===== config.mk =====
export PLATFORM = sky130hd
export DESIGN_NAME = small_set_key_sorter
export DESIGN_NICKNAME = d
export VERILOG_FILES = /design/src/ssks_pkg.sv /design/src/small_set_key_sorter.sv /design/src/ssks_cell.sv /design/src/ssks_chain.sv
export VERILOG_INCLUDE_DIRS = /design/src /design/src/src
export SDC_FILE = /design/constraint.sdc
export NUM_CORES = 2
export LEC_CHECK = 0
export BUFFER_PORTS_ARGS = -buffer_cell sky130_fd_sc_hd__buf_2
export CAP_MARGIN = 10
export CORE_ASPECT_RATIO = 2
export CORE_UTILIZATION = 40
export DETAILED_ROUTE_END_ITERATION = 16
export PLACE_DENSITY = 0.61
export SETUP_SLACK_MARGIN = 0.15
export SLEW_MARGIN = 10
export SYNTH_ARGS = -nofsm -noshare
export SYNTH_HDL_FRONTEND = slang
export SYNTH_SLANG_ARGS = --single-unit

===== constraint.sdc =====
create_clock -name aclk -period 12.4 [get_ports aclk]
set_input_delay 2.48 -clock aclk [delete_from_list [all_inputs] [get_ports aclk]]
set_output_delay 2.48 -clock aclk [all_outputs]
set_load 0.03 [all_outputs]

===== src/small_set_key_sorter_assert.svh =====
// assertion macros shared by the sorter rtl
`ifndef SMALL_SET_KEY_SORTER_ASSERT_SVH
`define SMALL_SET_KEY_SORTER_ASSERT_SVH

// property checked on every clock edge outside reset
`define SSKS_ASSERT(label, clk, rstn, prop, msg) \
    label: assert property (@(posedge clk) disable iff (!rstn) prop) else $error(msg);

// property checked on every clock edge, reset included
`define SSKS_ASSERT_ALWAYS(label, clk, prop, msg) \
    label: assert property (@(posedge clk) prop) else $error(msg);

`endif


===== src/ssks_pkg.sv =====
// shared types, constants and compare function of the small set key sorter
`default_nettype none

package ssks_pkg;

    localparam int KEY_W     = 32;
    localparam int MAX_ELEMS = 32;
    localparam int CNT_W     = $clog2(MAX_ELEMS + 1);

    typedef logic [KEY_W-1:0] key_t;
    typedef logic [CNT_W-1:0] cnt_t;

    typedef struct packed {
        logic load;
        logic shift;
    } cell_ctrl_t;

    typedef struct packed {
        key_t key;
        logic valid;
        logic gt;
    } cell_out_t;

    // true when a must follow b in ascending order
    function automatic logic key_gt(input key_t a, input key_t b, input logic sgn);
        key_t fa;
        key_t fb;
        fa = a;
        fb = b;
        if (sgn) begin
            fa[KEY_W-1] = ~a[KEY_W-1];
            fb[KEY_W-1] = ~b[KEY_W-1];
        end
        return fa > fb;
    endfunction

endpackage

`default_nettype wire


===== src/small_set_key_sorter.sv =====
// small set key sorter: loads up to 32 keys in order, then emits them ascending
// the first sorted word is valid the cycle after the last key is accepted
// a new set is not accepted until every word of the current set is read out
// keys are inserted in order; readout shifts one word per cycle while m_tready is high
// reset: synchronous active-low aresetn empties the cells, sets compare_signed to 1
`default_nettype none

module small_set_key_sorter (
    input  wire logic        aclk,
    input  wire logic        aresetn,
    input  wire logic        s_tvalid,
    output logic             s_tready,
    input  wire logic [31:0] s_tdata,  // key_in
    input  wire logic        s_tlast,  // last_in
    output logic             m_tvalid,
    input  wire logic        m_tready,
    output logic [31:0]      m_tdata,  // key_out
    output logic             m_tlast,  // last_out
    output logic             m_tuser,  // overflow
    input  wire logic        psel,
    input  wire logic        penable,
    input  wire logic        pwrite,
    input  wire logic [2:0]  paddr,
    input  wire logic [31:0] pwdata,
    output logic [31:0]      prdata,
    output logic             pready
);
    import ssks_pkg::*;
    `include "small_set_key_sorter_assert.svh"

    localparam logic       ST_LOAD = 1'b0;
    localparam logic       ST_EMIT = 1'b1;
    localparam logic [2:0] ADDR_COMPARE_SIGNED = 3'd0;

    logic       state_reg;
    logic       state_next;
    cnt_t       count_reg;
    cnt_t       count_next;
    logic       drop_reg;
    logic       drop_next;
    logic       signed_reg;
    logic       in_acc;
    logic       out_acc;
    logic       full;
    cell_ctrl_t ctrl;
    cell_out_t  head;

    assign pready = 1'b1;
    assign prdata = (paddr == ADDR_COMPARE_SIGNED) ? {31'b0, signed_reg} : 32'b0;

    always_ff @(posedge aclk) begin
        if (!aresetn) begin
            signed_reg <= 1'b1;
        end else if (psel && penable && pwrite && pready && paddr == ADDR_COMPARE_SIGNED) begin
            signed_reg <= pwdata[0];
        end
    end

    assign full     = (count_reg == CNT_W'(MAX_ELEMS));
    assign s_tready = (state_reg == ST_LOAD);
    assign m_tvalid = (state_reg == ST_EMIT);
    assign in_acc   = s_tvalid && s_tready;
    assign out_acc  = m_tvalid && m_tready;

    assign ctrl.load  = in_acc && !full;
    assign ctrl.shift = out_acc;

    always_comb begin
        state_next = state_reg;
        count_next = count_reg;
        drop_next  = drop_reg;
        case (state_reg)
            ST_LOAD: begin
                if (in_acc) begin
                    if (full) begin
                        drop_next = 1'b1;
                    end else begin
                        count_next = count_reg + 1'b1;
                    end
                    if (s_tlast) begin
                        state_next = ST_EMIT;
                    end
                end
            end
            ST_EMIT: begin
                if (out_acc) begin
                    count_next = count_reg - 1'b1;
                    if (count_reg == CNT_W'(1)) begin
                        state_next = ST_LOAD;
                        drop_next  = 1'b0;
                    end
                end
            end
            default: begin
                state_next = ST_LOAD;
            end
        endcase
    end

    always_ff @(posedge aclk) begin
        if (!aresetn) begin
            state_reg <= ST_LOAD;
            count_reg <= '0;
            drop_reg  <= 1'b0;
        end else begin
            state_reg <= state_next;
            count_reg <= count_next;
            drop_reg  <= drop_next;
        end
    end

    ssks_chain u_chain (
        .aclk       (aclk),
        .aresetn    (aresetn),
        .ctrl       (ctrl),
        .cmp_signed (signed_reg),
        .new_key    (s_tdata),
        .head       (head)
    );

    assign m_tdata = head.key;
    assign m_tlast = (count_reg == CNT_W'(1));
    assign m_tuser = drop_reg;

    `SSKS_ASSERT(a_count_range, aclk, aresetn, count_reg <= CNT_W'(MAX_ELEMS), "count past capacity")
    `SSKS_ASSERT(a_emit_has_data, aclk, aresetn, m_tvalid |-> (count_reg != '0 && head.valid), "emit with empty head")
    `SSKS_ASSERT(a_drop_flag, aclk, aresetn, (in_acc && full) |=> drop_reg, "dropped key not flagged")
    `SSKS_ASSERT_ALWAYS(a_reset_idle, aclk, !aresetn |=> (state_reg == ST_LOAD && count_reg == '0), "reset not idle")

endmodule

`default_nettype wire


===== src/ssks_cell.sv =====
// one sorter cell: holds a key, inserts in order, shifts toward the head on readout
`default_nettype none

module ssks_cell (
    input  wire logic               aclk,
    input  wire logic               aresetn,
    input  wire ssks_pkg::cell_ctrl_t ctrl,
    input  wire logic               cmp_signed,
    input  wire ssks_pkg::key_t     new_key,
    input  wire ssks_pkg::cell_out_t left,
    input  wire ssks_pkg::cell_out_t right,
    output ssks_pkg::cell_out_t     dout
);
    import ssks_pkg::*;

    key_t key_reg;
    key_t key_next;
    logic valid_reg;
    logic valid_next;
    logic gt;

    assign gt = !valid_reg || key_gt(key_reg, new_key, cmp_signed);

    always_comb begin
        key_next   = key_reg;
        valid_next = valid_reg;
        if (ctrl.shift) begin
            key_next   = right.key;
            valid_next = right.valid;
        end else if (ctrl.load && gt) begin
            if (left.gt) begin
                key_next   = left.key;
                valid_next = left.valid;
            end else begin
                key_next   = new_key;
                valid_next = 1'b1;
            end
        end
    end

    always_ff @(posedge aclk) begin
        if (!aresetn) begin
            valid_reg <= 1'b0;
        end else begin
            valid_reg <= valid_next;
        end
    end

    always_ff @(posedge aclk) begin
        key_reg <= key_next;
    end

    assign dout.key   = key_reg;
    assign dout.valid = valid_reg;
    assign dout.gt    = gt;

endmodule

`default_nettype wire


===== src/ssks_chain.sv =====
// row of sorter cells wired to their neighbors
`default_nettype none

module ssks_chain (
    input  wire logic                 aclk,
    input  wire logic                 aresetn,
    input  wire ssks_pkg::cell_ctrl_t ctrl,
    input  wire logic                 cmp_signed,
    input  wire ssks_pkg::key_t       new_key,
    output ssks_pkg::cell_out_t       head
);
    import ssks_pkg::*;

    cell_out_t cells [MAX_ELEMS];
    cell_out_t edge_fill;

    assign edge_fill = '{key: '0, valid: 1'b0, gt: 1'b0};

    genvar i;
    generate
        for (i = 0; i < MAX_ELEMS; i++) begin : g_cell
            cell_out_t left_n;
            cell_out_t right_n;
            if (i == 0) begin : g_first
                assign left_n = edge_fill;
            end else begin : g_mid_l
                assign left_n = cells[i-1];
            end
            if (i == MAX_ELEMS - 1) begin : g_last
                assign right_n = edge_fill;
            end else begin : g_mid_r
                assign right_n = cells[i+1];
            end
            ssks_cell u_cell (
                .aclk       (aclk),
                .aresetn    (aresetn),
                .ctrl       (ctrl),
                .cmp_signed (cmp_signed),
                .new_key    (new_key),
                .left       (left_n),
                .right      (right_n),
                .dout       (cells[i])
            );
        end
    endgenerate

    assign head = cells[0];

endmodule

`default_nettype wire

Yosys cells after proc, flatten, opt, wreduce, memory -nomap -nowiden
Index checks and enable logic that the tools add are counted.

cells by class
  equal/unequal tests = 7
  bitwise operators = 35
  mux-type cells = 234
  reduce and logical (&&, ||, !) cells = 138
  $add $sub $neg = 2
  $lt $le $gt $ge = 32

operator list
  cell                   number
  $mux W32               93
  $gt A32 B32 Y1         32
  $mux W1                135
  $reduce_bool A2 Y1     31
  $logic_and A1 B1 Y1    38
  $not A1 Y1             35
  $logic_not A1 Y1       33
  $logic_or A1 B1 Y1     32
  $mux W6                3
  $pmux W6 S2            1
  $add A6 B1 Y6 const B  1
  $eq A6 B1 Y1 const B   1
  $eq A6 B6 Y1 const B   1
  $ne A2 B1 Y1 const B   3
  $sub A6 B1 Y6 const B  1
  $ne A2 B2 Y1 const B   2
  $pmux W1 S2            2
  $reduce_and A4 Y1      1
  $logic_not A3 Y1       1
  $reduce_and A3 Y1      1
  $reduce_or A2 Y1       1

storage, ports and cells
  output and inout bits = 69
  flip-flop bits (word level) = 1065
  input port bits = 75

Longest topological paths before layout
  depth in word-level cells = 7
  mapped depth = 12
  depth with buffers taken out = 9

Modules after synthesis
From an unflattened synthesis, not the netlist that was laid out.

unflattened totals
  cells, all modules = 8840
  area, all modules = 82278.9 sq um

modules (own cells, without submodules)
  module                instances  seq. area each (sq um)  area each (sq um)  cells each
  ssks_cell             32         980.9                   2544.9             273
  small_set_key_sorter  1          180.2                   837.1              103
  ssks_chain            1          0.0                     3.8                1

Worst setup path before layout
OpenSTA, ideal clock, no wires.

  kind = input port to flip-flop
  from = input port s_tdata[31]
  to = register u_chain.g_cell[16].u_cell.key_reg[0], enable pin
  slack = 3.625 ns
  stages = 12
  arrival time = 8.309 ns
  library setup time = 0.466 ns
  required time = 11.934 ns
  path through = buf_2 -> clkbuf_1 -> xnor2_1 -> ha_1 -> nand4_1 -> nor3_1 -> mux2i_1 -> and2_1 -> clkbuf_1 -> clkbuf_1 -> nor3_1 -> o21ai_0

on the way
  cells in the longest elaborated chain, start to end = 6

ends and longest elaborated chain
  item                                   line                        source
  from (decl)                            small_set_key_sorter.sv:13  input wire logic [31:0] s_tdata,
  $not A1 Y1                             ssks_pkg.sv:32              fb[KEY_W-1] = ~b[KEY_W-1];
  $mux W1 *                              ssks_pkg.sv:30              if (sgn) begin
  $gt A32 B32 Y1 *                       ssks_pkg.sv:34              return fa > fb;
  $logic_or A1 B1 Y1 *                   ssks_cell.sv:22             assign gt = !valid_reg || key_gt(key_reg, new_key, cmp_signed);
  $logic_and A1 B1 Y1 *                  ssks_cell.sv:30             end else if (ctrl.load && gt) begin
  $reduce_bool A2 Y1 (no source line) *  --
  to (signal assigned)                   ssks_cell.sv:50             key_reg <= key_next;
  to (decl)                              ssks_cell.sv:16             key_t key_reg;

Every way passes the cells marked *; elsewhere a longest branch is shown, timed or not.
A chain may end at the register's enable or synchronous reset.

Worst setup path after layout
  from = input port s_tdata[20]
  to = register u_chain.g_cell[22].u_cell.key_reg[20], data pin

on the way
  cells in the longest elaborated chain, start to end = 5

ends and longest elaborated chain
  item                                        line             source
  $gt A32 B32 Y1                              ssks_pkg.sv:34
  $logic_or A1 B1 Y1                          ssks_cell.sv:22
  $mux W32 *                                  ssks_cell.sv:31  if (left.gt) begin
  $mux W32 *                                  ssks_cell.sv:30
  $mux W32 *                                  ssks_cell.sv:27  if (ctrl.shift) begin
  net u_chain.g_cell[22].u_cell.key_next[20]  ssks_cell.sv:17  key_t key_next;
  to (signal assigned)                        ssks_cell.sv:50
  to (decl)                                   ssks_cell.sv:16

Mark *: on every way through the listed nets, which the timed path passes. The rest lies on a longest branch. The select of a mux whose other input is x is not followed.

==> flow_summary_export.csv <==
group,metric,value,unit
run_status,status,"finished, final reports clean",
worst_setup_path,crit_top_cell,"buf_4",
route,vias,85300,
placed_design,place_ws,4.21,ns
placed_design,portBuffers,80,
timing,grt_setup_unrepaired,"false",
worst_setup_path,cp_max_fo,32,
worst_setup_path,reg2reg_slack,6.85,ns
timing,finalHoldViolCount,0,
layout,syn2layout_area_growth,7.63,%
clock_network,h-tree-depth,3,
floorplanning,coreArea,210000,sq um
layout,fill_cells,20700,
power,p_leak,32.8,nW
floorplanning,die_x,327,microns
clock_network,cts.clk_slew.worst_paths,0.07,ns
worst_setup_path,path_class,"in -> reg",
timing,setup_tns,0,ns
grt,grt_pass1_vias,83200,
timing,fmax,125,MHz
timing,tightest_slew,1.37,ns
layout,multiInputGateArea,49800,sq um
power,p_per_area,139,nW/um^2
synth,synth_area,84700,sq um
clock_network,cts_setup_buffers,0,
synth,synth_top_area_share,35.2,%
synth,ys_types,79,
floorplanning,fp.dieH,653,microns
worst_setup_path,cpPeakStageDelay,0.93,ns
timing,min_period,8.02,ns
worst_setup_path,crit_family,"simple AND/OR/NAND/NOR gates",
route,post_drt_wl_per_cell,36.1,microns
worst_setup_path,end_kind,"flop",
clock_network,cts_resized,0,
job,maxCapViolations,0,
worst_setup_path,crit_required,12.89,ns
worst_setup_path,r2r_cells,12,
placed_design,place_congestion,1.04,
route,firstDrtPassIters,9,
floorplanning,row_count,238,
grt,grt_usage,38.1,%
worst_setup_path,r2r_start,"signed_reg$_SDFFE_PN1P_",
layout,mostFrequentLayoutCell,"ha_1",
layout,final_cell_mix,"ha_1, edfxtp_1, nor2_1",
floorplanning,start_util,40.3,%
synth,syn-mean-instance-area,9.18,sq um
worst_setup_path,cp.arrival,8.51,ns
synth,syn_inst,9226,
worst_hold_path,min_from,"m_tuser$_SDFFE_PN0P_",
timing,fin_ws,4.38,ns
layout,drive_above_1_share,8.76,%
clock_network,cts_buffers,108,
worst_hold_path,hold_path_end,"m_tuser$_SDFFE_PN0P_",
grt,grt_pass1_wl,591,mm
worst_setup_path,cp_slowest_cell,"nor3_1",
route,ant_nets,0,
timing,relSlewSlack,8.75,%
layout,nNetsFinal,9866,
placed_design,place_hpwl,286,mm
floorplanning,io-pin-count,144,
clock_network,cts_max_path_buffers,3,
timing,hold_ws,0.485,ns
timing,period_share,64.7,%
route,viasPerCell,7.33,
worst_hold_path,holdPathStages,2,
layout,fin_cells,11600,
synth,synth_area_leaders,"edfxtp_1, ha_1, o31ai_1, a31oi_1, nand4_1",
layout,largest_register_ffs,1024,
timing,skew,0.0566,ns
worst_hold_path,min_path_type,"reg -> reg",
worst_setup_path,critPathLaunchType,"input pin",
floorplanning,die-area,214000,sq um
clock_network,cts_sinks,1065,
synth,yosys.area.top_type,"edfxtp_1",
route,routed_wl,420,mm
timing,setup_viol,0,
synth,synth_edf_count,992,
worst_setup_path,cp_cell_sequence,"buf_2 -> buf_4 -> inv_2 -> buf_4 -> buf_4 -> ha_1 -> nand4_1 -> nor3_1 -> nand4_1 -> nand3_1 -> a31oi_2 -> buf_4 -> o31ai_1 -> a31oi_1",
worst_setup_path,path_buf_inv,6,
grt,grt_max_degree,204,
synth,synthArstFlopShare,0,%
grt,grt-ovfl-total,0,
route,drt_iter0_drc,9971,
worst_setup_path,r2r_end,"u_chain.g_cell[22].u_cell.key_reg[20]$_DFFE_PP_",
placed_design,dp.cells,11400,
power,ir_drop,147,uV
clock_network,cts_hold_buf,0,
grt,antenna_found_initial,30,
clock_network,clock_latency,0.78,ns
clock_network,ctsRootBufferMaster,"clkbuf_16",
synth,ys_seq_area_share,36.9,%
synth,yosys_warnings,0,
synth,ys_ff_latch,1065,
route,drc_errors,0,
synth,synthFlopType,"edfxtp_1",
layout,register_area,31300,sq um
clock_network,cts_tree,"built",
timing,maxSlewViolCount,0,
## area by class of cell
class	instances	share of cell area (%)
clock inverter	48	0.598
inverter	130	0.535
timing repair buffer	365	2.88
antenna	25	0.0686
sequential	1065	34.3
clock buffer	149	3.26
multi-input combinational	7095	54.6
tap	2760	3.79
## worst reg2reg max path: cells and delay by family (launching register included)
| kind | cells | cell delay, ns |
|---|---|---|
| compound gates | 3 | 1.06 |
| xor+xnor | 1 | 0.22 |
| fa+ha+maj | 1 | 0.37 |
| buf+inv | 3 | 1.33 |
| flops | 1 | 0.42 |
| simple gates | 4 | 1.87 |
## routing by layer
layer	global-route usage, %	wire (microns)
met2	65.1	203000
met3	8.51	35600
met5	0	62
met1	36.7	129000
met4	39.4	52800
## synth_stat cells, types with 6 or more instances
master	number
a22oi_1	44
nor2_1	975
o21ai_1	24
nor3_1	139
nand2_1	489
dfxtp_1	73
o221ai_1	48
clkbuf_1	844
a21boi_0	7
o211ai_2	28
a221oi_2	14
and2_1	12
and4b_1	6
nand3_1	79
o211ai_1	231
a21oi_1	417
mux2_4	29
a31o_2	20
xor2_1	33
buf_1	12
a211oi_1	25
a31oi_1	923
a21o_1	172
inv_1	108
a221oi_1	29
nand2b_1	36
buf_2	67
edfxtp_1	992
ha_1	1026
o22ai_1	17
clkinv_1	22
o31ai_1	906
buf_4	35
o21a_1	62
mux2i_1	37
nor4_1	9
nand4_1	891
and4_1	13
nor2b_1	40
a41oi_1	21
o21ai_0	201
## logic make-up after synthesis
group / count (synthesis) / share of synthesized area (%)
other: 2 / 0.00887
AND/OR/NAND/NOR: 2705 / 15.5
XOR/XNOR: 36 / 0.372
adder cells (fa/ha/maj): 1026 / 15.2
buffers and inverters: 1096 / 5.15
multiplexers: 69 / 0.991
flip-flops: 1065 / 36.9
AO/OA/AOI/OAI: 3227 / 26.0
## worst max-delay path by stage
stage	from	to	slack, ns	depth (start not counted)
6_report	s_tdata[20]	u_chain.g_cell[22].u_cell.key_reg[20]$_DFFE_PP_	4.38	14
5_1_grt	s_tdata[20]	u_chain.g_cell[22].u_cell.key_reg[20]$_DFFE_PP_	4.61	14
2_1_floorplan	s_tdata[31]	u_chain.g_cell[16].u_cell.key_reg[0]$_DFFE_PP_	3.62	12
3_3_place_gp	s_tdata[27]	u_chain.g_cell[1].u_cell.key_reg[22]$_DFFE_PP_	4.18	13
4_1_cts	s_tdata[27]	u_chain.g_cell[1].u_cell.key_reg[17]$_DFFE_PP_	5.02	13
3_5_place_dp	s_tdata[27]	u_chain.g_cell[1].u_cell.key_reg[22]$_DFFE_PP_	4.21	13
## stage by stage
| step | utilization [%] | instance area (sq um) | total power (W) |
|---|---|---|---|
| detailed placement | 41.6 | 87500 | 0.00904 |
| finish | 43.4 | 91200 | 0.0127 |
| CTS | 43.3 | 91000 | 0.0125 |
| global placement | 41.6 | 87500 | 0.00891 |
| floorplan | - | 84800 | 0.00749 |
| global route | 43.3 | 91100 | 0.0131 |
## power breakdown
group | total, W | switching (W) | internal (W)
registers | 0.00541 | 0.000757 | 0.00465
clock network | 0.00354 | 0.00164 | 0.00190
logic | 0.00375 | 0.00255 | 0.00120
(Power assumes the default switching activity.)
